`config.mk`:
```
export PLATFORM = sky130hd
export DESIGN_NAME = button_debounce_long_press_flat
export DESIGN_NICKNAME = d
export VERILOG_FILES = /design/src/rtl/core/bdlp_pkg.sv /design/src/rtl/core/bdlp_if.sv /design/src/rtl/core/bdlp_key.sv /design/src/rtl/core/button_debounce_long_press.sv /design/src/flat_wrapper.sv
export SDC_FILE = /design/constraint.sdc
export NUM_CORES = 1
export LEC_CHECK = 0
export ABC_AREA = 0
export ABC_CLOCK_PERIOD_IN_PS = 7300
export BUFFER_PORTS_ARGS = -buffer_cell sky130_fd_sc_hd__buf_2
export CAP_MARGIN = 10
export CORE_ASPECT_RATIO = 1.5
export CORE_MARGIN = 1.5
export CORE_UTILIZATION = 55
export CTS_CLUSTER_DIAMETER = 150
export DETAILED_ROUTE_END_ITERATION = 6
export PLACE_DENSITY = 0.72
export SKIP_CTS_REPAIR_TIMING = 1
export SLEW_MARGIN = 30
export SYNTH_ARGS = -nofsm -noshare
export SYNTH_HDL_FRONTEND = slang
export SYNTH_SLANG_ARGS = --single-unit
```
`constraint.sdc`:
```
create_clock -name clk -period 7.3 [get_ports clk]
set_input_delay 0 -clock clk [delete_from_list [all_inputs] [get_ports clk]]
set_output_delay 0 -clock clk [all_outputs]
set_load 0.03 [all_outputs]
```
`src/rtl/core/bdlp_pkg.sv`:
```
// bdlp_pkg: shared types, codes and constants of the button debounce block
// used by the channel interfaces, the per-key cell and the top level
// no dependencies
package bdlp_pkg;

	// fixed field widths
	localparam int OP_W      = 2;
	localparam int RAW_W     = 4;
	localparam int BTN_W     = 2;
	localparam int CNT_W     = 16;
	localparam int REG_IDX_W = 2;
	localparam int CFG_W     = 16;

	// default bank size
	localparam int NUM_KEYS_DEF = 4;

	// register reset values
	localparam logic [CNT_W-1:0] LONG_TICKS_RST  = 16'd200;
	localparam logic [CNT_W-1:0] REPEAT_TICKS_RST = 16'd100;
	localparam logic             PRESSED_LVL_RST = 1'b0;

	// raw level stored as released after reset
	localparam logic RELEASED_RST = ~PRESSED_LVL_RST;

	// item opcodes
	typedef enum logic [OP_W-1:0] {
		OP_TICK  = 2'd0,
		OP_PRESS = 2'd1,
		OP_LONG  = 2'd2
	} op_t;

	// configuration register indexes
	typedef enum logic [REG_IDX_W-1:0] {
		REG_LONG_TICKS   = 2'd0,
		REG_REPEAT_TICKS = 2'd1,
		REG_PRESSED_LVL  = 2'd2
	} reg_idx_t;

	// configuration seen by every key
	typedef struct packed {
		logic [CNT_W-1:0] long_press_ticks;
		logic [CNT_W-1:0] repeat_ticks;
		logic             pressed_level;
	} cfg_t;

	// per-key control for one word
	typedef struct packed {
		logic tick;
		logic level;
		logic clr_press;
		logic clr_long;
	} key_ctrl_t;

	// per-key sticky flags
	typedef struct packed {
		logic press_pend;
		logic long_pend;
	} key_flags_t;

endpackage

```
`src/rtl/core/bdlp_if.sv`:
```
// bdlp_in_if / bdlp_out_if: valid-ready channels of the debounce block
// depends on bdlp_pkg
interface bdlp_in_if import bdlp_pkg::*; ();
	logic             valid;
	logic             ready;
	logic [OP_W-1:0]  op;
	logic [RAW_W-1:0] raw_levels;
	logic [BTN_W-1:0] button;

	modport source (output valid, output op, output raw_levels, output button, input ready);
	modport sink   (input valid, input op, input raw_levels, input button, output ready);
endinterface

interface bdlp_out_if ();
	logic valid;
	logic ready;
	logic flag_was_set;

	modport source (output valid, output flag_was_set, input ready);
	modport sink   (input valid, input flag_was_set, output ready);
endinterface

```
`src/rtl/core/bdlp_key.sv`:
```
// bdlp_key: one button: sample history, stable level, hold counter and flags
// depends on bdlp_pkg
module bdlp_key import bdlp_pkg::*; (
	input  logic       clk,
	input  logic       arst_n,
	input  cfg_t       cfg,
	input  key_ctrl_t  ctrl,
	output key_flags_t flags
);

	logic             older_q, middle_q, newest_q, stable_q;
	logic [CNT_W-1:0] cnt_q;
	logic             rep_q, press_q, long_q;

	logic             stable_n, rep_n, press_n, long_n;
	logic [CNT_W-1:0] cnt_n, cnt_dec;
	logic             agree, is_pressed;

	// three samples agree once the new one is shifted in
	assign agree      = (middle_q == newest_q) && (newest_q == ctrl.level);
	assign is_pressed = (ctrl.level == cfg.pressed_level);
	assign cnt_dec    = (cnt_q != '0) ? cnt_q - 1'b1 : '0;

	// next state of the key
	always_comb begin
		stable_n = stable_q;
		cnt_n    = cnt_q;
		rep_n    = rep_q;
		press_n  = press_q;
		long_n   = long_q;
		if (ctrl.tick && agree) begin
			if (stable_q != ctrl.level) begin
				stable_n = ctrl.level;
				if (is_pressed) begin
					press_n = 1'b1;
					if (!rep_q)
						cnt_n = cfg.long_press_ticks;
				end else begin
					rep_n = 1'b0;
				end
			end else if (cnt_dec == '0 && is_pressed) begin
				// hold expired: long event, force release, reload repeat
				stable_n = ~cfg.pressed_level;
				long_n   = 1'b1;
				cnt_n    = cfg.repeat_ticks;
				rep_n    = 1'b1;
			end else begin
				cnt_n = cnt_dec;
			end
		end
		if (ctrl.clr_press)
			press_n = 1'b0;
		if (ctrl.clr_long)
			long_n = 1'b0;
	end

	// key state
	always_ff @(posedge clk or negedge arst_n) begin
		if (!arst_n) begin
			older_q  <= RELEASED_RST;
			middle_q <= RELEASED_RST;
			newest_q <= RELEASED_RST;
			stable_q <= RELEASED_RST;
			cnt_q    <= '0;
			rep_q    <= 1'b0;
			press_q  <= 1'b0;
			long_q   <= 1'b0;
		end else begin
			if (ctrl.tick) begin
				older_q  <= middle_q;
				middle_q <= newest_q;
				newest_q <= ctrl.level;
			end
			stable_q <= stable_n;
			cnt_q    <= cnt_n;
			rep_q    <= rep_n;
			press_q  <= press_n;
			long_q   <= long_n;
		end
	end

	assign flags.press_pend = press_q;
	assign flags.long_pend  = long_q;

endmodule

```
`src/rtl/core/button_debounce_long_press.sv`:
```
// button_debounce_long_press: debounced button bank with long press and repeat
// depends on bdlp_pkg, bdlp_if, bdlp_key
//
//   channel  | dir | payload                      | result
//   items    | in  | op, raw_levels, button       | tick: none, poll: one word
//   results  | out | flag_was_set                 | -
//   cfg      | in  | cfg_we, cfg_index, cfg_wdata | write only
//
// one word per cycle while no poll waits; a word is registered, then applied to every
// key cell in one pass, and a poll's flag is then caught in the result register
// a tick never waits; a poll waits in the input register only while the
// result register holds a word not yet taken
// arst_n clears all keys to released, counters and flags to zero, registers
// to their defaults; no clearing pass
module button_debounce_long_press import bdlp_pkg::*; #(
	parameter int NUM_KEYS = NUM_KEYS_DEF
) (
	input  logic                 clk,
	input  logic                 arst_n,
	input  logic                 cfg_we,
	input  logic [REG_IDX_W-1:0] cfg_index,
	input  logic [CFG_W-1:0]     cfg_wdata,
	bdlp_in_if.sink              items,
	bdlp_out_if.source           results
);

	cfg_t             cfg_q;
	logic             valid_s1;
	logic [OP_W-1:0]  op_s1;
	logic [RAW_W-1:0] raw_s1;
	logic [BTN_W-1:0] btn_s1;
	logic             out_valid_q, flag_q;

	logic                is_poll, advance, fire, flag_sel;
	logic [NUM_KEYS-1:0] hit;
	key_flags_t          key_flags [NUM_KEYS];

	// configuration registers
	always_ff @(posedge clk or negedge arst_n) begin
		if (!arst_n) begin
			cfg_q.long_press_ticks <= LONG_TICKS_RST;
			cfg_q.repeat_ticks     <= REPEAT_TICKS_RST;
			cfg_q.pressed_level    <= PRESSED_LVL_RST;
		end else if (cfg_we) begin
			case (cfg_index)
				REG_LONG_TICKS:   cfg_q.long_press_ticks <= cfg_wdata[CNT_W-1:0];
				REG_REPEAT_TICKS: cfg_q.repeat_ticks     <= cfg_wdata[CNT_W-1:0];
				REG_PRESSED_LVL:  cfg_q.pressed_level    <= cfg_wdata[0];
				default: ;
			endcase
		end
	end

	// stage 1 moves on unless a poll finds the result register blocked
	assign is_poll     = (op_s1 == OP_PRESS) || (op_s1 == OP_LONG);
	assign advance     = !is_poll || !out_valid_q || results.ready;
	assign fire        = valid_s1 && advance;
	assign items.ready = !valid_s1 || advance;

	// input register
	always_ff @(posedge clk or negedge arst_n) begin
		if (!arst_n) begin
			valid_s1 <= 1'b0;
		end else if (items.ready) begin
			valid_s1 <= items.valid;
		end
	end

	always_ff @(posedge clk) begin
		if (items.ready && items.valid) begin
			op_s1  <= items.op;
			raw_s1 <= items.raw_levels;
			btn_s1 <= items.button;
		end
	end

	// key cells
	for (genvar k = 0; k < NUM_KEYS; k++) begin : g_key
		key_ctrl_t ctrl;
		logic      lvl;

		if (k < RAW_W) begin : g_pin
			assign lvl = raw_s1[k];
		end else begin : g_nopin
			assign lvl = 1'b0;
		end

		assign hit[k]         = (32'(btn_s1) == k);
		assign ctrl.tick      = fire && (op_s1 == OP_TICK);
		assign ctrl.level     = lvl;
		assign ctrl.clr_press = fire && (op_s1 == OP_PRESS) && hit[k];
		assign ctrl.clr_long  = fire && (op_s1 == OP_LONG) && hit[k];

		bdlp_key u_key (
			.clk    (clk),
			.arst_n (arst_n),
			.cfg    (cfg_q),
			.ctrl   (ctrl),
			.flags  (key_flags[k])
		);
	end

	// pick the polled flag; a button beyond the bank reads zero
	always_comb begin
		flag_sel = 1'b0;
		for (int k = 0; k < NUM_KEYS; k++) begin
			if (hit[k])
				flag_sel = (op_s1 == OP_PRESS) ? key_flags[k].press_pend
				                                : key_flags[k].long_pend;
		end
	end

	// result register
	always_ff @(posedge clk or negedge arst_n) begin
		if (!arst_n) begin
			out_valid_q <= 1'b0;
		end else if (fire && is_poll) begin
			out_valid_q <= 1'b1;
		end else if (results.ready) begin
			out_valid_q <= 1'b0;
		end
	end

	always_ff @(posedge clk) begin
		if (fire && is_poll)
			flag_q <= flag_sel;
	end

	assign results.valid        = out_valid_q;
	assign results.flag_was_set = flag_q;

endmodule

```
`src/flat_wrapper.sv`:
```
// flat-port wrapper written by rule: the top's interface ports become plain ports
module button_debounce_long_press_flat import bdlp_pkg::*;
#(
	parameter int NUM_KEYS = NUM_KEYS_DEF
)
  (clk, arst_n, cfg_we, cfg_index, cfg_wdata, items_valid, items_op, items_raw_levels, items_button, items_ready, results_valid, results_flag_was_set, results_ready);
  bdlp_in_if items_i ();
  bdlp_out_if results_i ();
  input  logic clk;
  input  logic arst_n;
  input  logic cfg_we;
  input  logic [REG_IDX_W-1:0] cfg_index;
  input  logic [CFG_W-1:0] cfg_wdata;
  input wire logic [$bits(items_i.valid)-1:0] items_valid;
  input wire logic [$bits(items_i.op)-1:0] items_op;
  input wire logic [$bits(items_i.raw_levels)-1:0] items_raw_levels;
  input wire logic [$bits(items_i.button)-1:0] items_button;
  output wire logic [$bits(items_i.ready)-1:0] items_ready;
  output wire logic [$bits(results_i.valid)-1:0] results_valid;
  output wire logic [$bits(results_i.flag_was_set)-1:0] results_flag_was_set;
  input wire logic [$bits(results_i.ready)-1:0] results_ready;
  assign items_i.valid = items_valid;
  assign items_i.op = items_op;
  assign items_i.raw_levels = items_raw_levels;
  assign items_i.button = items_button;
  assign items_ready = items_i.ready;
  assign results_valid = results_i.valid;
  assign results_flag_was_set = results_i.flag_was_set;
  assign results_i.ready = results_ready;
  button_debounce_long_press #(.NUM_KEYS(NUM_KEYS)) u_core (.clk(clk), .arst_n(arst_n), .cfg_we(cfg_we), .cfg_index(cfg_index), .cfg_wdata(cfg_wdata), .items(items_i), .results(results_i));
endmodule
```
Word level (Yosys, flattened, before mapping) --
Cells that the tools add are included.
Word-level totals: word-level logic and storage cells 251, bits in read-only memories 0, register bits after elaboration 132, latch bits 0, RAM bits 0, memories 0, output and inout bits 3, input bits 31
Operators by class: mux-type cells 78, $mul 0, reduce and logical (&&, ||, !) cells 92, equal/unequal tests 39, add/subtract/negate cells 4, magnitude comparators 0, bitwise gates (word level) 1, divide/modulo/power cells 0, shift-type cells 0
Operators by type and width (count):
- $mux W16 | 20
- $logic_not A16 Y1 | 4
- $reduce_bool A16 Y1 | 4
- $sub A16 B1 Y16 const B | 4
- $mux W1 | 58
- $reduce_bool A2 Y1 | 25
- $reduce_and A3 Y1 | 16
- $logic_and A1 B1 Y1 | 26
- $ne A2 B2 Y1 const B | 12
- $reduce_and A2 Y1 | 7
- $eq A1 B1 Y1 | 12
- $eq A2 B2 Y1 const B | 4
- $ne A2 B1 Y1 const B | 4
- $eq A2 B1 Y1 const B | 3
- $logic_not A2 Y1 | 3
- $logic_or A1 B1 Y1 | 4
- $ne A1 B1 Y1 | 4
- $logic_not A1 Y1 | 3
- $not A1 Y1 | 1

Depth between registers and ports, before layout --
depth in word-level cells 10, gate-level depth with buffers 13, depth with buffers taken out 10

Cells and area by module --
A second synthesis with hierarchy kept.
Unflattened totals: cell total of the unflattened synthesis 1015, area total of the unflattened synthesis 9371.5 um2
Modules (own cells, without submodules):
- bdlp_key at u_core.g_key[0].u_key ... | cells an instance 236, seq. area each 554.3 um2, area each 1950.6 um2, instances 2
- button_debounce_long_press | cells an instance 114, seq. area each 1153.6 um2, area each 1853.0 um2, instances 1
- bdlp_key at u_core.g_key[3].u_key | cells an instance 213, seq. area each 554.3 um2, area each 1815.5 um2, instances 1
- bdlp_key at u_core.g_key[2].u_key | cells an instance 216, seq. area each 554.3 um2, area each 1801.7 um2, instances 1

Worst setup path after synthesis --
No wires, ideal clock.
kind register to register, start point register u_core.g_key[3].u_key.cnt_q[0], end point register u_core.g_key[3].u_key.cnt_q[9], data arrival time 2952 ps, required time 7214 ps, setup time 86 ps, period minus slack after synthesis 3038 ps, buffers on the path 2, cell stages (with the launch flop) 12, setup slack 4262 ps, cell sequence dfrtp_1 -> inv_1 -> ha_1 -> nor4b_1 -> nand4_1 -> xnor2_1 -> nor4_1 -> o211a_1 -> clkbuf_1 -> buf_1 -> a21oi_1 -> nor3_1
Between the ends: cells in the longest elaborated chain, start to end 6, elaborated cells on any way between the ends 7, classes of those cells add/sub (1); mux (3); reduce/logical (3)
RTL lines:
- start: declaration | line bdlp_key.sv:12 | logic [CNT_W-1:0] cnt_q;
- start signal: assignment | line bdlp_key.sv:75 | cnt_q <= cnt_n;
- $sub A16 B1 Y16 / $reduce_bool A16 Y1 (equally long branches) | line bdlp_key.sv:22 | assign cnt_dec = (cnt_q != '0) ? cnt_q - 1'b1 : '0;
- $mux W16 (*) | line bdlp_key.sv:22
- $logic_not A16 Y1 | line bdlp_key.sv:41 | end else if (cnt_dec == '0 && is_pressed) begin
- $logic_and A1 B1 Y1 | line bdlp_key.sv:41
- $mux W16 (*) | line bdlp_key.sv:41
- $mux W16 (*) | line bdlp_key.sv:32 | if (stable_q != ctrl.level) begin
Mark *: on every way between the ends. The rest lies on a longest branch, timed or not. A chain may end at the register's enable or synchronous reset.

Worst setup path after layout --
start point register u_core.g_key[2].u_key.cnt_q[6], end point register u_core.g_key[2].u_key.cnt_q[0]
Between the ends: cells in the longest elaborated chain, start to end 6, elaborated cells on any way between the ends 7, classes of those cells add/sub (1); mux (3); reduce/logical (3)
RTL lines (line):
- start: declaration | bdlp_key.sv:12
- start signal: assignment | bdlp_key.sv:75
- $sub A16 B1 Y16 / $reduce_bool A16 Y1 (equally long branches) | bdlp_key.sv:22
- $mux W16 (*) | bdlp_key.sv:22
- $logic_not A16 Y1 | bdlp_key.sv:41
- $logic_and A1 B1 Y1 | bdlp_key.sv:41
- $mux W16 (*) | bdlp_key.sv:41
- $mux W16 (*) | bdlp_key.sv:32
Marked as above.

==> reports/qor.txt <==
grt ovf: 0
NumNets Final: 966
period utilization: 52.2%
status: finished with violations
count of inserted antenna diode cells: 0
worst r2r path cells: 8
critical path type: register to register
commonest non-fill, non-tap cell in the layout: dfrtp_1
count of cell types in the netlist: 71
Post-Synthesis Net Count: 925
Max Fclk: 263 MHz
most frequent cells in the layout: dfrtp_1, nor2_1, o21ai_0, nand2_1, a21oi_1
Sink Count: 132
root cell of the clock tree: clkbuf_16
CTS tree: built
die span in y: 151 µm
cell taking the most area after synthesis: dfrtp_1
YS warnings: 0
CTS clk-pin slew, worst paths: 0.06 ns
row cnt: 54
CP max FO: 15
antenna violations before repair: 0
ys async rst share: 93.2%
final setup violation count: 0
RD Place Congestion: 1.02
Netlist Area Pre-Place: 0.00807 mm²
H-tree depth: 4
wire per inst: 23.1 µm
Final HPWL DP: 17400 µm
Fin Hold WS: 0.145 ns
Post-DP Area: 0.00835 mm²
Worst Hold Class: primary input to async pin
die width: 102 µm
clock latency on the worst-skew pair: 0.43 ns
violated checks: design-rule violations
synthesized flop and latch total: 132
Routed WL: 26300 µm
endpoints failing hold: 0
DRT iter0 DRCs: 800
max-cap viol count: 0
Area growth, synth to finish: 15.1%
Worst Setup Slack, final: 3.49 ns
CP Launch Type: register
global-route wire length before repair: 39900 µm
CP arrival: 4.15 ns
Initial Utilization: 55.8%
largest net degree at the start of global routing: 73
relative slew slack: 32.3%
vias in the first global route: 7394
layout cell share with drive strength beyond 1: 16.2%
r2r setup slk: 3.49 ns
Non-Filler Instances: 1137
Post-synth EDFFs: 9
Synth top area share: 32.6%
reg2reg end: u_core.g_key[2].u_key.cnt_q[0]
worst vdd ir: 0.248 mV
dominant cells by area after synthesis: dfrtp_1, mux2_2, dfstp_2
measured slew at the worst slew-check pin: 1.02 ns
Critical Path Start: u_core.g_key[2].u_key.cnt_q[6]
power per cell area: 349 mW/mm²
Post-Layout Inst Area: 0.00928 mm²
Mapped Cells: 887
DRT antenna net count: 0
core area: 0.0145 mm²
Vias: 7679
Place WS: 3.62 ns
io pins: 34
DRC errors left: 1
Max Slew Vio Count: 0
DR pass1 iterations: 7
Final min period: 3.81 ns
Post-synth top flop: dfrtp_1
Overall Global Routing Usage: 34.7%
Fin Clk Skew: 0.00787 ns
placed cells: 1073
sequential area share after synthesis: 41.8%
die area: 0.0154 mm²
setup TNS: 0 ns
Critical Path Sink Type: register
Leakage Power: 0.00361 µW
worst-case clock buffer depth: 2
Avg Cell Area, Syn: 9.09 µm²
total CTS buffers: 17
Worst Path Required: 7.64 ns
Vias/cell: 6.75
Buffers on Ports: 33
RSZ-0062 raised after global routing: no
RR Startpoint: u_core.g_key[2].u_key.cnt_q[6]
## worst max-delay path: stages, from the launching register on
cell,delay (ns)
dfrtp_1,0.49
or4_4,0.56
nor4_1,0.62
xor2_1,0.20
or4_1,0.53
o21ai_0,0.27
and3_1,0.68
a222oi_1,0.20
o21ai_1,0.17
## logic make-up (layout without fill, tap and decap cells)
family / count (synthesis) / count (layout) / share of synthesized area, %
adder cells (fa/ha/maj): 7 / 7 / 1.09
multiplexers: 50 / 50 / 7.18
AO/OA/AOI/OAI: 246 / 246 / 19.9
AND/OR/NAND/NOR: 348 / 348 / 22.8
buffers and inverters: 71 / 125 / 3.61
flip-flops: 132 / 132 / 41.8
XOR/XNOR: 33 / 33 / 3.58
## cell usage after synthesis, types with 20 or more instances
library cell and instances:
dfrtp_1 105, nor2_1 70, nand2_1 66, o21ai_0 66, a21oi_1 55, nor3_1 52, mux2_2 43, clkbuf_1 42
nand3_1 32, a221oi_1 24, xor2_1 21, inv_1 20
## through the flow
step	utilization [%]	total power (µW)
floorplan	-	1980
global placement	57.7	2280
detailed placement	57.8	2310
CTS	61.9	3200
global route	64.2	3410
finish	64.2	3240
## per-layer routing
layer | global-route usage, % | wire [µm] | up-vias
li1 | - | - | 3435
met1 | 41.3 | 9630 | 3742
met2 | 56.1 | 12800 | 390
met3 | 8.63 | 2230 | 112
met4 | 21.5 | 1630 | 0
met5 | 0 | 0 | -
## layout make-up
class	instances	area, µm²
fillers	1235	5180
multi-input cells	684	4440
flip-flops and latches	132	3370
repair buffers	73	552
clock buffers	24	472
well taps	196	245
clock inverters	8	125
inverters	20	75.1
## state kept, by name, summed over array words and instances (netlist names), 2 cells and up
signal / flops
u_core.btn_s1: 2
u_core.cfg_q: 33
u_core.g_key.u_key.cnt_q: 64
u_core.g_key.u_key.long_q: 4
u_core.g_key.u_key.middle_q: 4
u_core.g_key.u_key.newest_q: 4
u_core.g_key.u_key.press_q: 4
u_core.g_key.u_key.rep_q: 4
u_core.g_key.u_key.stable_q: 4
u_core.op_s1: 2
u_core.raw_s1: 4
## where the power goes
| group | internal [µW] | total (µW) | switching [µW] | leakage, µW |
|---|---|---|---|---|
| combinational | 448 | 1000 | 552 | 0.00176 |
| sequential | 972 | 1360 | 387 | 0.00156 |
| clock | 555 | 879 | 324 | 0.000288 |
| total | 1970 | 3240 | 1260 | 0.00361 |
## worst max-delay path by stage
stage,slack (ns),to,cells after the start
after global placement,3.62,u_core.g_key[2].u_key.cnt_q[13],8
after CTS,3.55,u_core.g_key[2].u_key.cnt_q[13],8
after global routing,3.35,u_core.g_key[2].u_key.cnt_q[13],8
after detailed placement,3.62,u_core.g_key[2].u_key.cnt_q[13],8
final,3.49,u_core.g_key[2].u_key.cnt_q[0],8
after floorplan,4.26,u_core.g_key[3].u_key.cnt_q[9],11
Note: power is estimated with default switching activity, not from simulation.
